==> config.mk <==
export PLATFORM = sky130hd
export DESIGN_NAME = sparse_polynomial_add
export DESIGN_NICKNAME = d
export VERILOG_FILES = /design/src/rtl/spa_pkg.sv /design/src/rtl/spa_alu.sv /design/src/rtl/sparse_polynomial_add.sv
export SDC_FILE = /design/constraint.sdc
export NUM_CORES = 1
export LEC_CHECK = 0
export BUFFER_PORTS_ARGS = -buffer_cell sky130_fd_sc_hd__buf_4
export CAP_MARGIN = 10
export CORE_MARGIN = 2
export CORE_UTILIZATION = 55
export DETAILED_ROUTE_END_ITERATION = 16
export PLACE_DENSITY = 0.67
export REMOVE_ABC_BUFFERS = 1
export SYNTH_ARGS = -nofsm -noshare
export SYNTH_HDL_FRONTEND = slang
export SYNTH_HIERARCHICAL = 1
export SYNTH_SLANG_ARGS = --single-unit
==> constraint.sdc <==
create_clock -name i_clk -period 8.8 [get_ports i_clk]
set_clock_uncertainty 0.2 [all_clocks]
set_input_delay 0.88 -clock i_clk [delete_from_list [all_inputs] [get_ports i_clk]]
set_output_delay 0.88 -clock i_clk [all_outputs]
set_load 0.005 [all_outputs]
==> src/rtl/spa_pkg.sv <==
// Shared constants and types for the sparse polynomial adder.
package spa_pkg;

    localparam int TERMS_PER_LIST = 16;
    localparam int MAX_RESULTS    = 32;

    localparam int CNT_W = $clog2(TERMS_PER_LIST + 1);
    localparam int IDX_W = (TERMS_PER_LIST > 1) ? $clog2(TERMS_PER_LIST) : 1;
    localparam int RES_W = $clog2(MAX_RESULTS + 1);

    localparam int COEF_W = 16;
    localparam int EXPO_W = 16;
    localparam int SUM_W  = COEF_W + 1;

    typedef struct packed {
        logic [EXPO_W-1:0] expo;
        logic [COEF_W-1:0] coef;
    } t_term;

    typedef struct packed {
        logic a_ok;
        logic b_ok;
    } t_alu_ctl;

    typedef struct packed {
        logic              take_a;
        logic              take_b;
        logic              keep;
        logic [SUM_W-1:0]  coef;
        logic [EXPO_W-1:0] expo;
    } t_alu_out;

endpackage

==> src/rtl/spa_alu.sv <==
// Shared compare and add unit for one merge step.
module spa_alu (
    input  spa_pkg::t_alu_ctl i_ctl,
    input  spa_pkg::t_term    i_a,
    input  spa_pkg::t_term    i_b,
    output spa_pkg::t_alu_out o_res
);

    logic                       lt;
    logic                       gt;
    logic [spa_pkg::SUM_W-1:0]  ca;
    logic [spa_pkg::SUM_W-1:0]  cb;
    logic [spa_pkg::SUM_W-1:0]  sum;

    assign lt  = i_a.expo < i_b.expo;
    assign gt  = i_a.expo > i_b.expo;
    assign ca  = {i_a.coef[spa_pkg::COEF_W-1], i_a.coef};
    assign cb  = {i_b.coef[spa_pkg::COEF_W-1], i_b.coef};
    assign sum = ca + cb;

    always_comb begin
        o_res = '0;
        if (i_ctl.a_ok && (!i_ctl.b_ok || lt)) begin
            o_res.take_a = 1'b1;
            o_res.keep   = 1'b1;
            o_res.coef   = ca;
            o_res.expo   = i_a.expo;
        end else if (i_ctl.b_ok && (!i_ctl.a_ok || gt)) begin
            o_res.take_b = 1'b1;
            o_res.keep   = 1'b1;
            o_res.coef   = cb;
            o_res.expo   = i_b.expo;
        end else if (i_ctl.a_ok && i_ctl.b_ok) begin
            // equal exponents
            o_res.take_a = 1'b1;
            o_res.take_b = 1'b1;
            o_res.keep   = (sum != '0);
            o_res.coef   = sum;
            o_res.expo   = i_a.expo;
        end
    end

endmodule

==> src/rtl/sparse_polynomial_add.sv <==
// Sparse polynomial adder: term list loading, merge sequencer and output register.
//
//  channel | dir | handshake               | payload
//  --------+-----+-------------------------+------------------------------------------
//  s       | in  | i_s_tvalid / o_s_tready | tdata: coef, expo; tuser: op
//  m       | out | o_m_tvalid / i_m_tready | tdata: sum_coef, sum_expo; tlast: last;
//          |     |                         | tuser: empty_res, overflow
//
// Loading accepts one item per cycle. The item that ends the second list starts the merge:
// the shared compare/add unit does one step per cycle unless the output stalls (at most
// count_a + count_b steps), then the merge closes and the flush state gives the final item.
// Lists that could yield more than MAX_RESULTS terms get a counting pass over them first.
// o_s_tready is high only while loading. A stalled output holds the merge.
// Synchronous active-low reset clears counts, end marks and the sequencer.
module sparse_polynomial_add (
    input  logic        i_clk,
    input  logic        i_rst_n,
    input  logic        i_s_tvalid,
    output logic        o_s_tready,
    input  logic [31:0] i_s_tdata,   // [15:0] coef, [31:16] expo
    input  logic        i_s_tuser,   // [0] op
    output logic        o_m_tvalid,
    input  logic        i_m_tready,
    output logic [39:0] o_m_tdata,   // [16:0] sum_coef, [32:17] sum_expo, zero fill
    output logic        o_m_tlast,
    output logic [1:0]  o_m_tuser    // [0] empty_res, [1] overflow
);

    localparam logic [1:0] S_LOAD  = 2'd0;
    localparam logic [1:0] S_MERGE = 2'd1;
    localparam logic [1:0] S_FLUSH = 2'd2;

    localparam int CW = spa_pkg::CNT_W;
    localparam int RW = spa_pkg::RES_W;

    spa_pkg::t_term store_a [spa_pkg::TERMS_PER_LIST];
    spa_pkg::t_term store_b [spa_pkg::TERMS_PER_LIST];

    logic [1:0]    r_state, n_state;
    logic          r_scan, n_scan;
    logic [CW-1:0] r_cnt_a, n_cnt_a, r_cnt_b, n_cnt_b;
    logic [CW-1:0] r_i, n_i, r_j, n_j;
    logic          r_end_a, n_end_a, r_end_b, n_end_b;
    logic          r_drop, n_drop, r_cut, n_cut;
    logic [RW-1:0] r_n, n_n;
    logic          r_pend_v, n_pend_v;
    logic [spa_pkg::SUM_W-1:0]  r_pend_coef, n_pend_coef;
    logic [spa_pkg::EXPO_W-1:0] r_pend_expo, n_pend_expo;

    logic          r_out_v, n_out_v;
    logic [spa_pkg::SUM_W-1:0]  r_o_coef, n_o_coef;
    logic [spa_pkg::EXPO_W-1:0] r_o_expo, n_o_expo;
    logic          r_o_last, n_o_last, r_o_empty, n_o_empty, r_o_ovf, n_o_ovf;

    logic              in_acc;
    logic              out_free;
    logic              wr_a, wr_b;
    spa_pkg::t_term    in_term;
    spa_pkg::t_alu_ctl alu_ctl;
    spa_pkg::t_alu_out alu_res;
    logic              room;

    assign in_term.coef = i_s_tdata[15:0];
    assign in_term.expo = i_s_tdata[31:16];
    assign o_s_tready   = (r_state == S_LOAD);
    assign in_acc       = i_s_tvalid && o_s_tready;
    assign out_free     = !r_out_v || i_m_tready;

    assign wr_a = in_acc && !i_s_tuser && !r_end_a && (in_term.coef != '0)
                  && (r_cnt_a < CW'(spa_pkg::TERMS_PER_LIST));
    assign wr_b = in_acc && i_s_tuser && !r_end_b && (in_term.coef != '0)
                  && (r_cnt_b < CW'(spa_pkg::TERMS_PER_LIST));

    always_ff @(posedge i_clk) begin
        if (wr_a) begin
            store_a[r_cnt_a[spa_pkg::IDX_W-1:0]] <= in_term;
        end
        if (wr_b) begin
            store_b[r_cnt_b[spa_pkg::IDX_W-1:0]] <= in_term;
        end
    end

    assign alu_ctl.a_ok = r_i < r_cnt_a;
    assign alu_ctl.b_ok = r_j < r_cnt_b;

    spa_alu u_alu (
        .i_ctl (alu_ctl),
        .i_a   (store_a[r_i[spa_pkg::IDX_W-1:0]]),
        .i_b   (store_b[r_j[spa_pkg::IDX_W-1:0]]),
        .o_res (alu_res)
    );

    assign room = r_n < RW'(spa_pkg::MAX_RESULTS);

    always_comb begin
        n_state     = r_state;
        n_scan      = r_scan;
        n_cnt_a     = r_cnt_a;
        n_cnt_b     = r_cnt_b;
        n_i         = r_i;
        n_j         = r_j;
        n_end_a     = r_end_a;
        n_end_b     = r_end_b;
        n_drop      = r_drop;
        n_cut       = r_cut;
        n_n         = r_n;
        n_pend_v    = r_pend_v;
        n_pend_coef = r_pend_coef;
        n_pend_expo = r_pend_expo;
        n_out_v     = r_out_v && !i_m_tready;
        n_o_coef    = r_o_coef;
        n_o_expo    = r_o_expo;
        n_o_last    = r_o_last;
        n_o_empty   = r_o_empty;
        n_o_ovf     = r_o_ovf;

        case (r_state)
            S_LOAD: begin
                if (in_acc) begin
                    if (!i_s_tuser && !r_end_a) begin
                        if (in_term.coef == '0) begin
                            n_end_a = 1'b1;
                        end else if (wr_a) begin
                            n_cnt_a = r_cnt_a + 1'b1;
                        end else begin
                            n_drop = 1'b1;
                        end
                    end
                    if (i_s_tuser && !r_end_b) begin
                        if (in_term.coef == '0) begin
                            n_end_b = 1'b1;
                        end else if (wr_b) begin
                            n_cnt_b = r_cnt_b + 1'b1;
                        end else begin
                            n_drop = 1'b1;
                        end
                    end
                    if (n_end_a && n_end_b) begin
                        n_state  = S_MERGE;
                        n_i      = '0;
                        n_j      = '0;
                        n_n      = '0;
                        n_cut    = 1'b0;
                        n_pend_v = 1'b0;
                        n_scan   = ((CW+1)'(n_cnt_a) + (CW+1)'(n_cnt_b))
                                   > (CW+1)'(spa_pkg::MAX_RESULTS);
                    end
                end
            end
            S_MERGE: begin
                if (!alu_ctl.a_ok && !alu_ctl.b_ok) begin
                    if (r_scan) begin
                        n_scan = 1'b0;
                        n_i    = '0;
                        n_j    = '0;
                        n_n    = '0;
                    end else begin
                        n_state = S_FLUSH;
                    end
                end else if (r_scan) begin
                    n_i = r_i + CW'(alu_res.take_a);
                    n_j = r_j + CW'(alu_res.take_b);
                    if (alu_res.keep && room) begin
                        n_n = r_n + 1'b1;
                    end else if (alu_res.keep) begin
                        n_cut = 1'b1;
                    end
                end else if (!(alu_res.keep && room && r_pend_v && !out_free)) begin
                    n_i = r_i + CW'(alu_res.take_a);
                    n_j = r_j + CW'(alu_res.take_b);
                    if (alu_res.keep && room) begin
                        n_n         = r_n + 1'b1;
                        n_pend_v    = 1'b1;
                        n_pend_coef = alu_res.coef;
                        n_pend_expo = alu_res.expo;
                        if (r_pend_v) begin
                            n_out_v   = 1'b1;
                            n_o_coef  = r_pend_coef;
                            n_o_expo  = r_pend_expo;
                            n_o_last  = 1'b0;
                            n_o_empty = 1'b0;
                            n_o_ovf   = r_drop || r_cut;
                        end
                    end
                end
            end
            S_FLUSH: begin
                if (out_free) begin
                    n_out_v   = 1'b1;
                    n_o_last  = 1'b1;
                    n_o_ovf   = r_drop || r_cut;
                    n_o_empty = !r_pend_v;
                    n_o_coef  = r_pend_v ? r_pend_coef : '0;
                    n_o_expo  = r_pend_v ? r_pend_expo : '0;
                    n_cnt_a   = '0;
                    n_cnt_b   = '0;
                    n_end_a   = 1'b0;
                    n_end_b   = 1'b0;
                    n_drop    = 1'b0;
                    n_pend_v  = 1'b0;
                    n_state   = S_LOAD;
                end
            end
            default: begin
                n_state = S_LOAD;
            end
        endcase
    end

    always_ff @(posedge i_clk) begin
        if (!i_rst_n) begin
            r_state  <= S_LOAD;
            r_scan   <= 1'b0;
            r_cnt_a  <= '0;
            r_cnt_b  <= '0;
            r_i      <= '0;
            r_j      <= '0;
            r_end_a  <= 1'b0;
            r_end_b  <= 1'b0;
            r_drop   <= 1'b0;
            r_cut    <= 1'b0;
            r_n      <= '0;
            r_pend_v <= 1'b0;
            r_out_v  <= 1'b0;
        end else begin
            r_state  <= n_state;
            r_scan   <= n_scan;
            r_cnt_a  <= n_cnt_a;
            r_cnt_b  <= n_cnt_b;
            r_i      <= n_i;
            r_j      <= n_j;
            r_end_a  <= n_end_a;
            r_end_b  <= n_end_b;
            r_drop   <= n_drop;
            r_cut    <= n_cut;
            r_n      <= n_n;
            r_pend_v <= n_pend_v;
            r_out_v  <= n_out_v;
        end
    end

    always_ff @(posedge i_clk) begin
        r_pend_coef <= n_pend_coef;
        r_pend_expo <= n_pend_expo;
        r_o_coef    <= n_o_coef;
        r_o_expo    <= n_o_expo;
        r_o_last    <= n_o_last;
        r_o_empty   <= n_o_empty;
        r_o_ovf     <= n_o_ovf;
    end

    assign o_m_tvalid = r_out_v;
    assign o_m_tdata  = {7'd0, r_o_expo, r_o_coef};
    assign o_m_tlast  = r_o_last;
    assign o_m_tuser  = {r_o_ovf, r_o_empty};

endmodule
==> flow_metrics.py <==
metrics = {
    "status": {
        "status": "completed",
    },
    "floorplanning": {
        "design.die.area_mm2": 0.0846,
        "initial_core_util_pct": 55.3,
        "num_rows": 105,
        "io_pins": 82,
        "die_h_um": 291,
        "fp.dieW_um": 291,
        "coreArea_mm2": 0.0818,
    },
    "min_path": {
        "hp-class": "flop to flop",
        "min-delay-start": "r_pend_coef[1]",
        "hold_depth": 1,
        "hold-path-endpoint": "r_o_coef[1]",
    },
    "clock_network": {
        "cts_resized": 0,
        "cts_buffers": 111,
        "clkTransAtPathRegs_ns": 0.07,
        "ctsRootBufferMaster": "clkbuf_16",
        "cts_tree": "built",
        "post_cts_buffers": 0,
        "cts.sinks": 1136,
        "htreeDepth": 3,
        "cts_hold_buf": 0,
        "clk_path_buf_depth": 3,
        "worstSkewPairLatency_ns": 0.70,
    },
    "global_routing": {
        "antenna_found_initial": 1,
        "met1_usage_pct": 38.4,
        "grt_max_degree": 65,
        "grt_pass1_wl_um": 159000,
        "grt_pass1_vias": 22600,
        "grt_util_all_layers_pct": 26.3,
        "grt.overflow.total": 0,
        "grt_busiest_layer": "met2",
        "grt_use_met2_pct": 41.7,
        "grt_use_met3_pct": 4.46,
    },
    "critical_path": {
        "critPathKind": "flop to flop",
        "worstSetupEndpointType": "flop",
        "worstSetupStartpointType": "flop",
        "cp_data_arrival_time_ns": 7.11,
        "r2r_cells": 17,
        "path_max_fanout": 40,
        "required_ns": 8.89,
        "timing.rr.end": "r_pend_expo[13]",
        "ff2ff_setup_slack_ns": 1.78,
    },
    "cells_and_area": {
        "finalNetCount": 2397,
        "final_core_utilization_pct": 62.5,
        "final_cells": 3462,
        "area_growth_syn_to_layout_pct": 12.9,
        "insertedDiodeCount": 0,
        "drive_gt1_share_pct": 28.5,
    },
    "timing": {
        "setup_viol": 0,
        "fmax_mhz": 143,
        "slew_headroom_pct": 22.2,
        "tightest_slew_ns": 1.16,
        "period_share_pct": 79.7,
        "fin_crit_ns": 7.02,
        "rsz0062_at_grt": "no",
        "finalHoldViolCount": 0,
        "slew_viol_final": 0,
    },
    "run": {
        "max_cap_viol_count": 0,
    },
    "drt": {
        "postRouteAntennaNets": 0,
        "vias": 22500,
        "drc": 0,
        "drtIter0Drc": 2917,
        "wl_um": 110000,
        "first_pass_iters": 5,
        "post_drt_wl_per_cell_um": 31.7,
        "viasPerCell": 6.50,
    },
    "logic_synthesis": {
        "synth_top_area_share_pct": 72.5,
        "synth_edf_count": 1093,
        "syn_inst": 2145,
        "synth.yosys.seq_area_share_pct": 74.4,
        "async_flop_share_pct": 0,
        "synth_ff_type": "edfxtp_1",
        "syn_area_mm2": 0.0453,
        "synth_warnings": 6,
        "yosys-top-cells-area": "edfxtp_1 72%, mux4_2 16%, dfxtp_1 1.9%, ha_1 1.7%, and2_1 0.64%",
        "synth.distinct_cells": 78,
        "syn_area_per_cell_um2": 21.1,
        "synth_seq_cells": 1136,
        "synth_area_leader_cell": "edfxtp_1",
    },
    "placed_design": {
        "place_congestion": 0.884,
        "hpwl_um": 59300,
        "io_buffers": 74,
        "placedCellCount": 3252,
    },
    "power_and_ir_drop": {
        "leakage_nw": 16.1,
        "p_per_area_mw_per_mm2": 213,
        "irDropWorstVdd_mv": 0.181,
    },
}
## state kept, by name, indices dropped and copies added (netlist names), 2 cells and up, named ones only
| signal | cells |
|---|---|
| r_cnt_a | 5 |
| r_n | 6 |
| store_a | 512 |
| r_cnt_b | 5 |
| r_state | 2 |
| r_i | 5 |
| r_j | 5 |
| r_o_expo | 16 |
| r_pend_expo | 16 |
| store_b | 512 |
| r_o_coef | 17 |
| r_pend_coef | 17 |
## worst max-delay path by stage
stage	from	endpoint	slack [ns]	cells past startpoint
finish	flop	r_pend_expo[13]	1.78	17
global route	flop	r_pend_coef[2]	1.43	16
CTS	flop	r_pend_coef[2]	1.77	16
detailed placement	flop	r_pend_expo[14]	1.85	16
global placement	flop	r_pend_expo[12]	1.95	16
floorplan	flop	o_m_tlast	-3.49	16
## logic make-up after synthesis
group / Yosys count / synth area share (%)
other: 1 / 0.00828
flip-flops: 1136 / 74.4
multiplexers: 334 / 16.2
AND/OR/NAND/NOR: 259 / 3.03
AO/OA/AOI/OAI: 174 / 2.76
XOR/XNOR: 18 / 0.348
adder cells (fa/ha/maj): 64 / 1.80
buffers and inverters: 159 / 1.44
## power by group
| part | total [mW] | internal [mW] | switching, mW |
|---|---|---|---|
| combinational | 0.273 | 0.0858 | 0.187 |
| sequential | 5.94 | 5.94 | 0.00525 |
| clock | 4.70 | 2.67 | 2.03 |
| total | 10.9 | 8.69 | 2.22 |
## metal layers
metal / part of all wire, % / routed length (µm)
met1: 40 / 44200
met2: 48 / 53100
met3: 8.6 / 9450
met4: 2.7 / 2970
met5: 0 / 0
## metrics by stage
| step | power (mW) | area, µm² | hold WS, ns | TNS, ns | setup slack (ns) |
|---|---|---|---|---|---|
| 2_1_floorplan | 6.19 | 44900 | 0.243 | -314.98 | -3.49 |
| 5_1_grt | 11.2 | 51100 | 0.308 | 0 | 1.43 |
| 6_report | 10.9 | 51100 | 0.297 | 0 | 1.78 |
| 4_1_cts | 11.0 | 51100 | 0.268 | 0 | 1.77 |
| 3_5_place_dp | 6.33 | 47500 | 0.292 | 0 | 1.85 |
| 3_3_place_gp | 6.32 | 47500 | 0.260 | 0 | 1.95 |
## cell usage in the layout (no fill, tap or decap), types with 6 or more instances in the layout
| cell | n |
|---|---|
| clkinv_2 | 22 |
| inv_1 | 55 |
| xnor2_1 | 14 |
| nor3_2 | 11 |
| ha_1 | 62 |
| o31ai_1 | 6 |
| or4_1 | 7 |
| mux2i_1 | 13 |
| clkbuf_1 | 21 |
| a22o_1 | 16 |
| conb_1 | 7 |
| and2_2 | 8 |
| bufinv_16 | 11 |
| dfxtp_1 | 35 |
| o22ai_1 | 7 |
| edfxtp_1 | 1093 |
| a21oi_1 | 40 |
| and2_1 | 38 |
| nand3_1 | 19 |
| nor2b_1 | 14 |
| nand2_1 | 43 |
| o21ai_1 | 6 |
| nor2_4 | 15 |
| or3_1 | 6 |
| nor3_1 | 8 |
| o21ai_0 | 19 |
| clkinv_1 | 30 |
| mux4_2 | 320 |
| clkinvlp_4 | 8 |
| buf_4 | 129 |
| nor4_1 | 13 |
| clkbuf_16 | 112 |
| nor2_1 | 47 |
| a22oi_1 | 10 |
| a21o_1 | 11 |
## cell type report
cell class	instances	area [µm²]
clock inverter	76	749
tap	1070	1340
fill	5560	30700
clock buffer	133	2880
multi-input combinational	856	11200
inverter	57	214
sequential	1136	33700
timing repair buffer	134	1080
## synthesized netlist by cell type (all sizes together) (7+ instances only)
master     n
edfxtp  1093
mux4     320
clkbuf    62
ha        62
nor2      62
inv       55
and2      46
dfxtp     43
nand2     43
a21oi     41
buf       40
o21ai     26
nor3      20
nand3     19
a22o      18
nor2b     14
nor4      14
xnor2     14
mux2i     13
a21o      11
a22oi     10
a31oi      8
o22ai      7
o31ai      7
or4        7
## worst max-delay path, stage by stage (launching register included)
cell,delay [ns]
dfxtp_4,0.95
buf_12,0.38
mux4_2,0.56
mux4_2,0.54
inv_1,0.11
ha_1,0.14
nand3_1,0.17
o21bai_1,0.23
a31oi_1,0.49
o21ai_0,0.20
nor4_1,0.48
nand2_1,0.10
nor4_1,0.44
nor2_1,0.11
nor2b_1,0.19
nand3_1,0.15
nand3_1,0.16
nor2_4,0.89
Power figures use the tool's default switching activity.
